[src/y86df_pkg.sv]
// Shared types and constants for the Y86-64 decode and forwarding block.
// Holds instruction codes, register id codes and common widths; no dependencies.
package y86df_pkg;

  localparam int NUM_REGS_DEF = 15;
  localparam int ID_W         = 4;
  localparam int WORD_W       = 64;
  localparam int FWD_IDS_W    = 5 * ID_W;
  localparam int EX_INFO_W    = 9;

  typedef logic [ID_W-1:0]      reg_id_t;
  typedef logic [WORD_W-1:0]    word_t;
  typedef logic [FWD_IDS_W-1:0] fwd_ids_t;
  typedef logic [EX_INFO_W-1:0] ex_info_t;

  localparam reg_id_t RID_NONE = 4'hF;
  localparam reg_id_t RID_SP   = 4'h4;

  typedef enum logic [3:0] {
    IC_HALT   = 4'd0,
    IC_NOP    = 4'd1,
    IC_RRMOVQ = 4'd2,
    IC_IRMOVQ = 4'd3,
    IC_RMMOVQ = 4'd4,
    IC_MRMOVQ = 4'd5,
    IC_OPQ    = 4'd6,
    IC_JXX    = 4'd7,
    IC_CALL   = 4'd8,
    IC_RET    = 4'd9,
    IC_PUSHQ  = 4'd10,
    IC_POPQ   = 4'd11,
    IC_IADDQ  = 4'd12
  } icode_t;

endpackage

[src/y86_decode_forwarding_unit.sv]
// Y86-64 pipeline decode stage: register id selection, register file and forwarding.
// Depends on y86df_pkg.
//
// Pipeline: decode register at acceptance, then result register when the output is free.
// Throughput: one transaction per cycle unless a stalled output holds the decode register;
// the register file is read at acceptance and written with the writeback values of the same
// transaction, so the next one sees them.
// Reset: synchronous; empties both stages and marks every register file entry as zero.
module y86_decode_forwarding_unit #(
  parameter int NUM_REGS = y86df_pkg::NUM_REGS_DEF
) (
  input  logic                clk,
  input  logic                rst,
  // input channel
  input  logic                in_valid,
  output logic                in_stall,
  input  y86df_pkg::reg_id_t  icode,
  input  y86df_pkg::reg_id_t  reg_a,
  input  y86df_pkg::reg_id_t  reg_b,
  input  y86df_pkg::word_t    next_pc,
  input  y86df_pkg::fwd_ids_t fwd_dest_ids,
  input  y86df_pkg::word_t    exec_result,
  input  y86df_pkg::word_t    mem_load_value,
  input  y86df_pkg::word_t    mem_alu_value,
  input  y86df_pkg::word_t    wb_load_value,
  input  y86df_pkg::word_t    wb_alu_value,
  input  y86df_pkg::ex_info_t ex_stage_info,
  // output channel
  output logic                out_valid,
  input  logic                out_stall,
  output y86df_pkg::reg_id_t  src_a,
  output y86df_pkg::reg_id_t  src_b,
  output y86df_pkg::reg_id_t  dest_e,
  output y86df_pkg::reg_id_t  dest_m,
  output y86df_pkg::word_t    operand_a,
  output y86df_pkg::word_t    operand_b,
  output logic                bubble_execute
);
  import y86df_pkg::*;

  localparam int AW = $clog2(NUM_REGS);

  // ------------------------------------------------------------------
  // Handshake control
  // ------------------------------------------------------------------
  logic accept;
  logic out_adv;
  logic s1_adv;
  logic s1_valid;

  assign out_adv  = !out_valid || !out_stall;
  assign s1_adv   = s1_valid && out_adv;
  // Hold the input only during reset or while the decode register is full and cannot drain.
  assign in_stall = rst || (s1_valid && !out_adv);
  assign accept   = in_valid && !in_stall;

  // ------------------------------------------------------------------
  // Register id selection from the incoming icode
  // ------------------------------------------------------------------
  reg_id_t dec_sa, dec_sb, dec_de, dec_dm;
  logic    dec_use_pc;

  always_comb begin
    dec_sa     = RID_NONE;
    dec_sb     = RID_NONE;
    dec_de     = RID_NONE;
    dec_dm     = RID_NONE;
    dec_use_pc = 1'b0;
    case (icode)
      IC_RRMOVQ: begin
        dec_sa = reg_a;
        dec_de = reg_b;
      end
      IC_IRMOVQ: begin
        dec_de = reg_b;
      end
      IC_RMMOVQ: begin
        dec_sa = reg_a;
        dec_sb = reg_b;
      end
      IC_MRMOVQ: begin
        dec_sb = reg_b;
        dec_dm = reg_a;
      end
      IC_OPQ: begin
        dec_sa = reg_a;
        dec_sb = reg_b;
        dec_de = reg_b;
      end
      IC_JXX: begin
        dec_use_pc = 1'b1;
      end
      IC_CALL: begin
        dec_sb     = RID_SP;
        dec_de     = RID_SP;
        dec_use_pc = 1'b1;
      end
      IC_RET: begin
        dec_sa = RID_SP;
        dec_sb = RID_SP;
        dec_de = RID_SP;
      end
      IC_PUSHQ: begin
        dec_sa = reg_a;
        dec_sb = RID_SP;
        dec_de = RID_SP;
      end
      IC_POPQ: begin
        dec_sa = RID_SP;
        dec_sb = RID_SP;
        dec_de = RID_SP;
        dec_dm = reg_a;
      end
      IC_IADDQ: begin
        dec_sb = reg_b;
        dec_de = reg_b;
      end
      default: begin
        // halt, nop and unused codes: no sources, no destinations
        dec_use_pc = 1'b0;
      end
    endcase
  end

  // ------------------------------------------------------------------
  // Register file: two banks, one per writeback port, plus a live-value
  // table that records which bank holds the newest copy of each register.
  // Both banks read at the acceptance edge, before this transaction's writes.
  // ------------------------------------------------------------------
  reg_id_t wb_dst_e, wb_dst_m;
  logic    we_e, we_m;
  logic    rd_a_ok, rd_b_ok;

  assign wb_dst_m = fwd_dest_ids[4*ID_W-1:3*ID_W];
  assign wb_dst_e = fwd_dest_ids[5*ID_W-1:4*ID_W];
  assign we_e     = accept && (int'(wb_dst_e) < NUM_REGS);
  assign we_m     = accept && (int'(wb_dst_m) < NUM_REGS);
  assign rd_a_ok  = int'(dec_sa) < NUM_REGS;
  assign rd_b_ok  = int'(dec_sb) < NUM_REGS;

  word_t bank_e [NUM_REGS];
  word_t bank_m [NUM_REGS];
  logic [NUM_REGS-1:0] rf_vld;
  logic [NUM_REGS-1:0] rf_lvt;   // 1: bank_m holds the newest value
  logic [NUM_REGS-1:0] rf_vld_next;
  logic [NUM_REGS-1:0] rf_lvt_next;

  word_t rd_e_a, rd_e_b, rd_m_a, rd_m_b;
  logic  rd_a_vld, rd_b_vld, rd_a_lvt, rd_b_lvt;

  always_ff @(posedge clk) begin
    if (we_e) begin
      bank_e[wb_dst_e[AW-1:0]] <= wb_alu_value;
    end
    if (accept && rd_a_ok) begin
      rd_e_a <= bank_e[dec_sa[AW-1:0]];
    end
    if (accept && rd_b_ok) begin
      rd_e_b <= bank_e[dec_sb[AW-1:0]];
    end
  end

  always_ff @(posedge clk) begin
    if (we_m) begin
      bank_m[wb_dst_m[AW-1:0]] <= wb_load_value;
    end
    if (accept && rd_a_ok) begin
      rd_m_a <= bank_m[dec_sa[AW-1:0]];
    end
    if (accept && rd_b_ok) begin
      rd_m_b <= bank_m[dec_sb[AW-1:0]];
    end
  end

  // Valid and live-value bits; the loaded value wins when both ports hit one register.
  always_comb begin
    rf_vld_next = rf_vld;
    rf_lvt_next = rf_lvt;
    if (we_e) begin
      rf_vld_next[wb_dst_e[AW-1:0]] = 1'b1;
      rf_lvt_next[wb_dst_e[AW-1:0]] = 1'b0;
    end
    if (we_m) begin
      rf_vld_next[wb_dst_m[AW-1:0]] = 1'b1;
      rf_lvt_next[wb_dst_m[AW-1:0]] = 1'b1;
    end
  end

  always_ff @(posedge clk) begin
    if (rst) begin
      rf_vld <= '0;
      rf_lvt <= '0;
    end else begin
      rf_vld <= rf_vld_next;
      rf_lvt <= rf_lvt_next;
    end
  end

  always_ff @(posedge clk) begin
    if (accept) begin
      if (rd_a_ok) begin
        rd_a_vld <= rf_vld[dec_sa[AW-1:0]];
        rd_a_lvt <= rf_lvt[dec_sa[AW-1:0]];
      end else begin
        rd_a_vld <= 1'b0;
        rd_a_lvt <= 1'b0;
      end
      if (rd_b_ok) begin
        rd_b_vld <= rf_vld[dec_sb[AW-1:0]];
        rd_b_lvt <= rf_lvt[dec_sb[AW-1:0]];
      end else begin
        rd_b_vld <= 1'b0;
        rd_b_lvt <= 1'b0;
      end
    end
  end

  // ------------------------------------------------------------------
  // Decode register: ids and the later stages' values of one transaction
  // ------------------------------------------------------------------
  reg_id_t  s1_sa, s1_sb, s1_de, s1_dm;
  logic     s1_use_pc;
  word_t    s1_next_pc;
  fwd_ids_t s1_ids;
  word_t    s1_v_exec, s1_v_mem_ld, s1_v_mem_alu, s1_v_wb_ld, s1_v_wb_alu;
  ex_info_t s1_ex_info;

  always_ff @(posedge clk) begin
    if (accept) begin
      s1_sa        <= dec_sa;
      s1_sb        <= dec_sb;
      s1_de        <= dec_de;
      s1_dm        <= dec_dm;
      s1_use_pc    <= dec_use_pc;
      s1_next_pc   <= next_pc;
      s1_ids       <= fwd_dest_ids;
      s1_v_exec    <= exec_result;
      s1_v_mem_ld  <= mem_load_value;
      s1_v_mem_alu <= mem_alu_value;
      s1_v_wb_ld   <= wb_load_value;
      s1_v_wb_alu  <= wb_alu_value;
      s1_ex_info   <= ex_stage_info;
    end
  end

  // ------------------------------------------------------------------
  // Forwarding: execute dstE, memory dstM, memory dstE, writeback dstM,
  // writeback dstE, then the register file; no source reads as zero.
  // ------------------------------------------------------------------
  function automatic word_t fwd_pick(reg_id_t src, fwd_ids_t ids, word_t v0, word_t v1,
                                     word_t v2, word_t v3, word_t v4, word_t rf_val);
    word_t r;
    if (src == RID_NONE)                    r = '0;
    else if (src == ids[1*ID_W-1:0])        r = v0;
    else if (src == ids[2*ID_W-1:1*ID_W])   r = v1;
    else if (src == ids[3*ID_W-1:2*ID_W])   r = v2;
    else if (src == ids[4*ID_W-1:3*ID_W])   r = v3;
    else if (src == ids[5*ID_W-1:4*ID_W])   r = v4;
    else                                    r = rf_val;
    return r;
  endfunction

  word_t rf_a, rf_b, op_a, op_b;
  logic  bubble;
  logic [3:0] e_icode;
  reg_id_t    e_dst_m;
  logic       e_cnd;

  assign rf_a = !rd_a_vld ? '0 : (rd_a_lvt ? rd_m_a : rd_e_a);
  assign rf_b = !rd_b_vld ? '0 : (rd_b_lvt ? rd_m_b : rd_e_b);

  assign op_a = s1_use_pc ? s1_next_pc :
                fwd_pick(s1_sa, s1_ids, s1_v_exec, s1_v_mem_ld, s1_v_mem_alu,
                         s1_v_wb_ld, s1_v_wb_alu, rf_a);
  assign op_b = fwd_pick(s1_sb, s1_ids, s1_v_exec, s1_v_mem_ld, s1_v_mem_alu,
                         s1_v_wb_ld, s1_v_wb_alu, rf_b);

  // Bubble on a not-taken jump in execute or a load whose dstM id equals either source id.
  assign e_icode = s1_ex_info[3:0];
  assign e_dst_m = s1_ex_info[7:4];
  assign e_cnd   = s1_ex_info[8];
  assign bubble  = ((e_icode == IC_JXX) && !e_cnd) ||
                   (((e_icode == IC_MRMOVQ) || (e_icode == IC_POPQ)) &&
                    ((e_dst_m == s1_sa) || (e_dst_m == s1_sb)));

  // ------------------------------------------------------------------
  // Stage valids and output register
  // ------------------------------------------------------------------
  always_ff @(posedge clk) begin
    if (rst) begin
      s1_valid  <= 1'b0;
      out_valid <= 1'b0;
    end else begin
      if (accept) begin
        s1_valid <= 1'b1;
      end else if (s1_adv) begin
        s1_valid <= 1'b0;
      end
      if (out_adv) begin
        out_valid <= s1_valid;
      end
    end
  end

  always_ff @(posedge clk) begin
    if (s1_adv) begin
      src_a          <= s1_sa;
      src_b          <= s1_sb;
      dest_e         <= s1_de;
      dest_m         <= s1_dm;
      operand_a      <= op_a;
      operand_b      <= op_b;
      bubble_execute <= bubble;
    end
  end

endmodule

[config.mk]
export PLATFORM = sky130hd
export DESIGN_NAME = y86_decode_forwarding_unit
export DESIGN_NICKNAME = d
export VERILOG_FILES = /design/src/y86df_pkg.sv /design/src/y86_decode_forwarding_unit.sv
export SDC_FILE = /design/constraint.sdc
export NUM_CORES = 2
export LEC_CHECK = 0
export BUFFER_PORTS_ARGS = -buffer_cell sky130_fd_sc_hd__buf_2
export CAP_MARGIN = 20
export CORE_ASPECT_RATIO = 2
export CORE_MARGIN = 3
export CORE_UTILIZATION = 45
export CTS_CLUSTER_DIAMETER = 60
export CTS_CLUSTER_SIZE = 24
export DETAILED_ROUTE_END_ITERATION = 7
export PLACE_DENSITY_LB_ADDON = 0.05
export SYNTH_ARGS = -nofsm -noshare
export SYNTH_HDL_FRONTEND = slang
export SYNTH_SLANG_ARGS = --single-unit
[constraint.sdc]
create_clock -name clk -period 19.8 [get_ports clk]
set_input_delay 2.97 -clock clk [delete_from_list [all_inputs] [get_ports clk]]
set_output_delay 2.97 -clock clk [all_outputs]
set_load 0.005 [all_outputs]
==> impl_metrics.yaml <==
grt:
  overflow: 0
  busiest_layer: "met2"
  grt_pass1_vias: 96100
  grt_util_met3_pct: 9.15
  grt_start_max_net_pins: 157
  met2_usage_pct: 58.3
  use_met1_pct: 47.8
  grt_pass1_wl_um: 758000
  antenna_found_initial: 74
  grt_use_total_pct: 37.2
sta:
  setup_viol: 0
  clock_skew_ps: 35.8
  fmax_mhz: 131
  finalCritPeriodShare_pct: 38.6
  slew_headroom_pct: 14.4
  tns_ps: 0
  finalHoldViolCount: 0
  worst_pin_slew_ps: 1280
  rsz0062_at_grt: "false"
  layout_setup_ws_ps: 12150
  finalMaxSlewViolations: 0
  min_period_ps: 7650
  hold_ws_ps: 427
placement:
  dp_hpwl_um: 311000
  gp_congestion: 0.911
  dp.cells: 13500
  place_area_um2: 132000
  pre_cts_slack_ps: 11350
  io_buffers: 575
cts:
  clkTransAtPathRegs_ps: 90
  numCtsBuffers: 155
  cts.sinks: 2787
  cts_setup_buffers: 0
  ctsLongestPathBuffers: 4
  hold_buffers: 0
  clkLatencyLatePin_ps: 880
  ctsResizeCount: 0
  tritoncts: "yes"
  htree_num_levels: 4
  root_buffer: "clkbuf_16"
cells_and_area:
  fin_area_um2: 137000
  final_cells: 13800
  nNetsFinal: 10400
  drive_above_1_share_pct: 13.7
  syn2layout_area_growth_pct: 8.67
  final_core_util_pct: 49.2
worst_hold_path:
  whs_path_depth: 0
  holdCritPathClass: "register to register"
  holdPathEnd: "dest_m[1]"
  hp-start: "s1_dm[1]"
worst_setup_path:
  crit_start: "rst"
  reg2reg_setup_slack_ps: 14240
  r2r_cells: 7
  cp_common_cell: "buf_4"
  slowest_delay_ps: 870
  cp.required_ps: 20300
  reg2reg_from: "out_valid"
  crit_fanout: 135
  path_cells: "buf_2, a31oi_1, nand2_1, inv_8, buf_4, buf_4, buf_12, buf_4"
  slowest_stage: "buf_4"
  setup.worst_path.start_class: "input port"
  worstPathArrival_ps: 8150
  end_kind: "register"
  path_class: "input port to register"
  r2r-end: "s1_v_mem_alu[23]"
synthesis:
  netlist_area_um2: 126000
  syn_nets: 10300
  yosys_most_used_dff: "edfxtp_1"
  synth_most_common_cell: "edfxtp_1"
  synth.area.top_cells: "edfxtp_1, nand2_1, nand3_1"
  synth_area_per_cell_um2: 12.7
  synth_edf_count: 2755
  ys_ff_latch: 2787
  yosysUniqueCellTypes: 76
  syn_inst: 9915
  synth_top_area_cell: "edfxtp_1"
  ys_top_cells_by_count: "edfxtp_1, nand2_1, nand3_1"
  synth-async-reset-ratio_pct: 0
  seq_area_frac_synth_pct: 66.2
  netlist.area_leader.share_pct: 65.7
  yosysWarnings: 0
status:
  violations: "DRC"
  status: "finished, violations left"
pwr:
  power_leakage_nw: 44.8
  pwr_density_cell_nw_per_um2: 86.7
  finalPower_mw: 11.9
  peakVddDrop_mv: 0.0868
detailed_routing:
  wl_per_cell_um: 40.1
  drt-total-wl_um: 553000
  route.vias.total: 99000
  drc: 13
  ant_nets: 0
  drt_iter0_markers: 16300
  via_per_inst: 7.18
  drtPass1Iterations: 8
die:
  pin_count: 576
  start_util_pct: 45.3
  rows: 274
  die_w_um: 380
  dieArea_um2: 287000
  core_area_um2: 278000
  die_h_um: 754
run:
  drv_cap: 0
## power by group
group | switching [mW] | internal, mW
Clock | 2.03 | 1.58
Sequential | 0.0965 | 6.65
Combinational | 1.09 | 0.418
Total | 3.22 | 8.66
## layer usage
layer,vias to the layer above,part of all wire (%)
met5,-,0.060
met4,44,6.0
met3,1754,12
met2,7766,45
met1,50300,36
li1,39200,-
## kinds of logic after synthesis
family	after synthesis	synth area share [%]
adder cells (fa/ha/maj)	1	0.00894
AND/OR/NAND/NOR	2549	8.76
multiplexers	513	4.33
flip-flops	2787	66.2
buffers and inverters	1035	3.45
XOR/XNOR	48	0.334
AO/OA/AOI/OAI	2982	17.0
## worst max-delay path, delay by kind of cell
kind                   cells  cell delay (ps)
and+or+nand+nor            1              560
AOI/OAI and AO/OA          1              280
buffers and inverters      6             3800
## final cells by class
type	count	area, um^2
Inverter	100	475
Multi-Input combinational cell	6093	38700
Clock buffer	169	3970
Fill cell	24400	141000
Tap cell	3726	4660
Sequential cell	2787	83400
Timing Repair Buffer	820	4970
Clock inverter	61	661
Antenna cell	34	85.1
## cells in the final DEF (no fill, tap or decap), drive strengths merged, types with 67 or more instances in the layout
cell type / netlist / final
edfxtp: 2755 / 2755
nand2: 1187 / 1187
buf: 339 / 820
nand3: 649 / 649
o21ai: 593 / 593
nor2: 454 / 454
o22ai: 452 / 452
a221oi: 281 / 281
a21oi: 279 / 279
mux2: 257 / 257
mux2i: 256 / 256
o221ai: 212 / 212
clkbuf: 596 / 169
a211oi: 148 / 148
and3: 131 / 131
a21o: 129 / 129
o31a: 128 / 128
a222oi: 128 / 128
a211o: 128 / 128
a2bb2oi: 128 / 128
inv: 99 / 115
a32oi: 101 / 101
a31oi: 68 / 68
o211ai: 67 / 67
## worst max-delay path by stage
stage | slack (ps) | endpoint
2_1_floorplan | 1550 | bank_m[3][0]
3_3_place_gp | 11440 | s1_v_mem_ld[23]
3_5_place_dp | 11350 | s1_v_mem_alu[30]
4_1_cts | 12310 | s1_v_mem_alu[32]
5_1_grt | 11940 | s1_v_mem_ld[29]
6_report | 12150 | s1_v_mem_alu[23]
No activity file was read; power rests on OpenSTA's default activity.
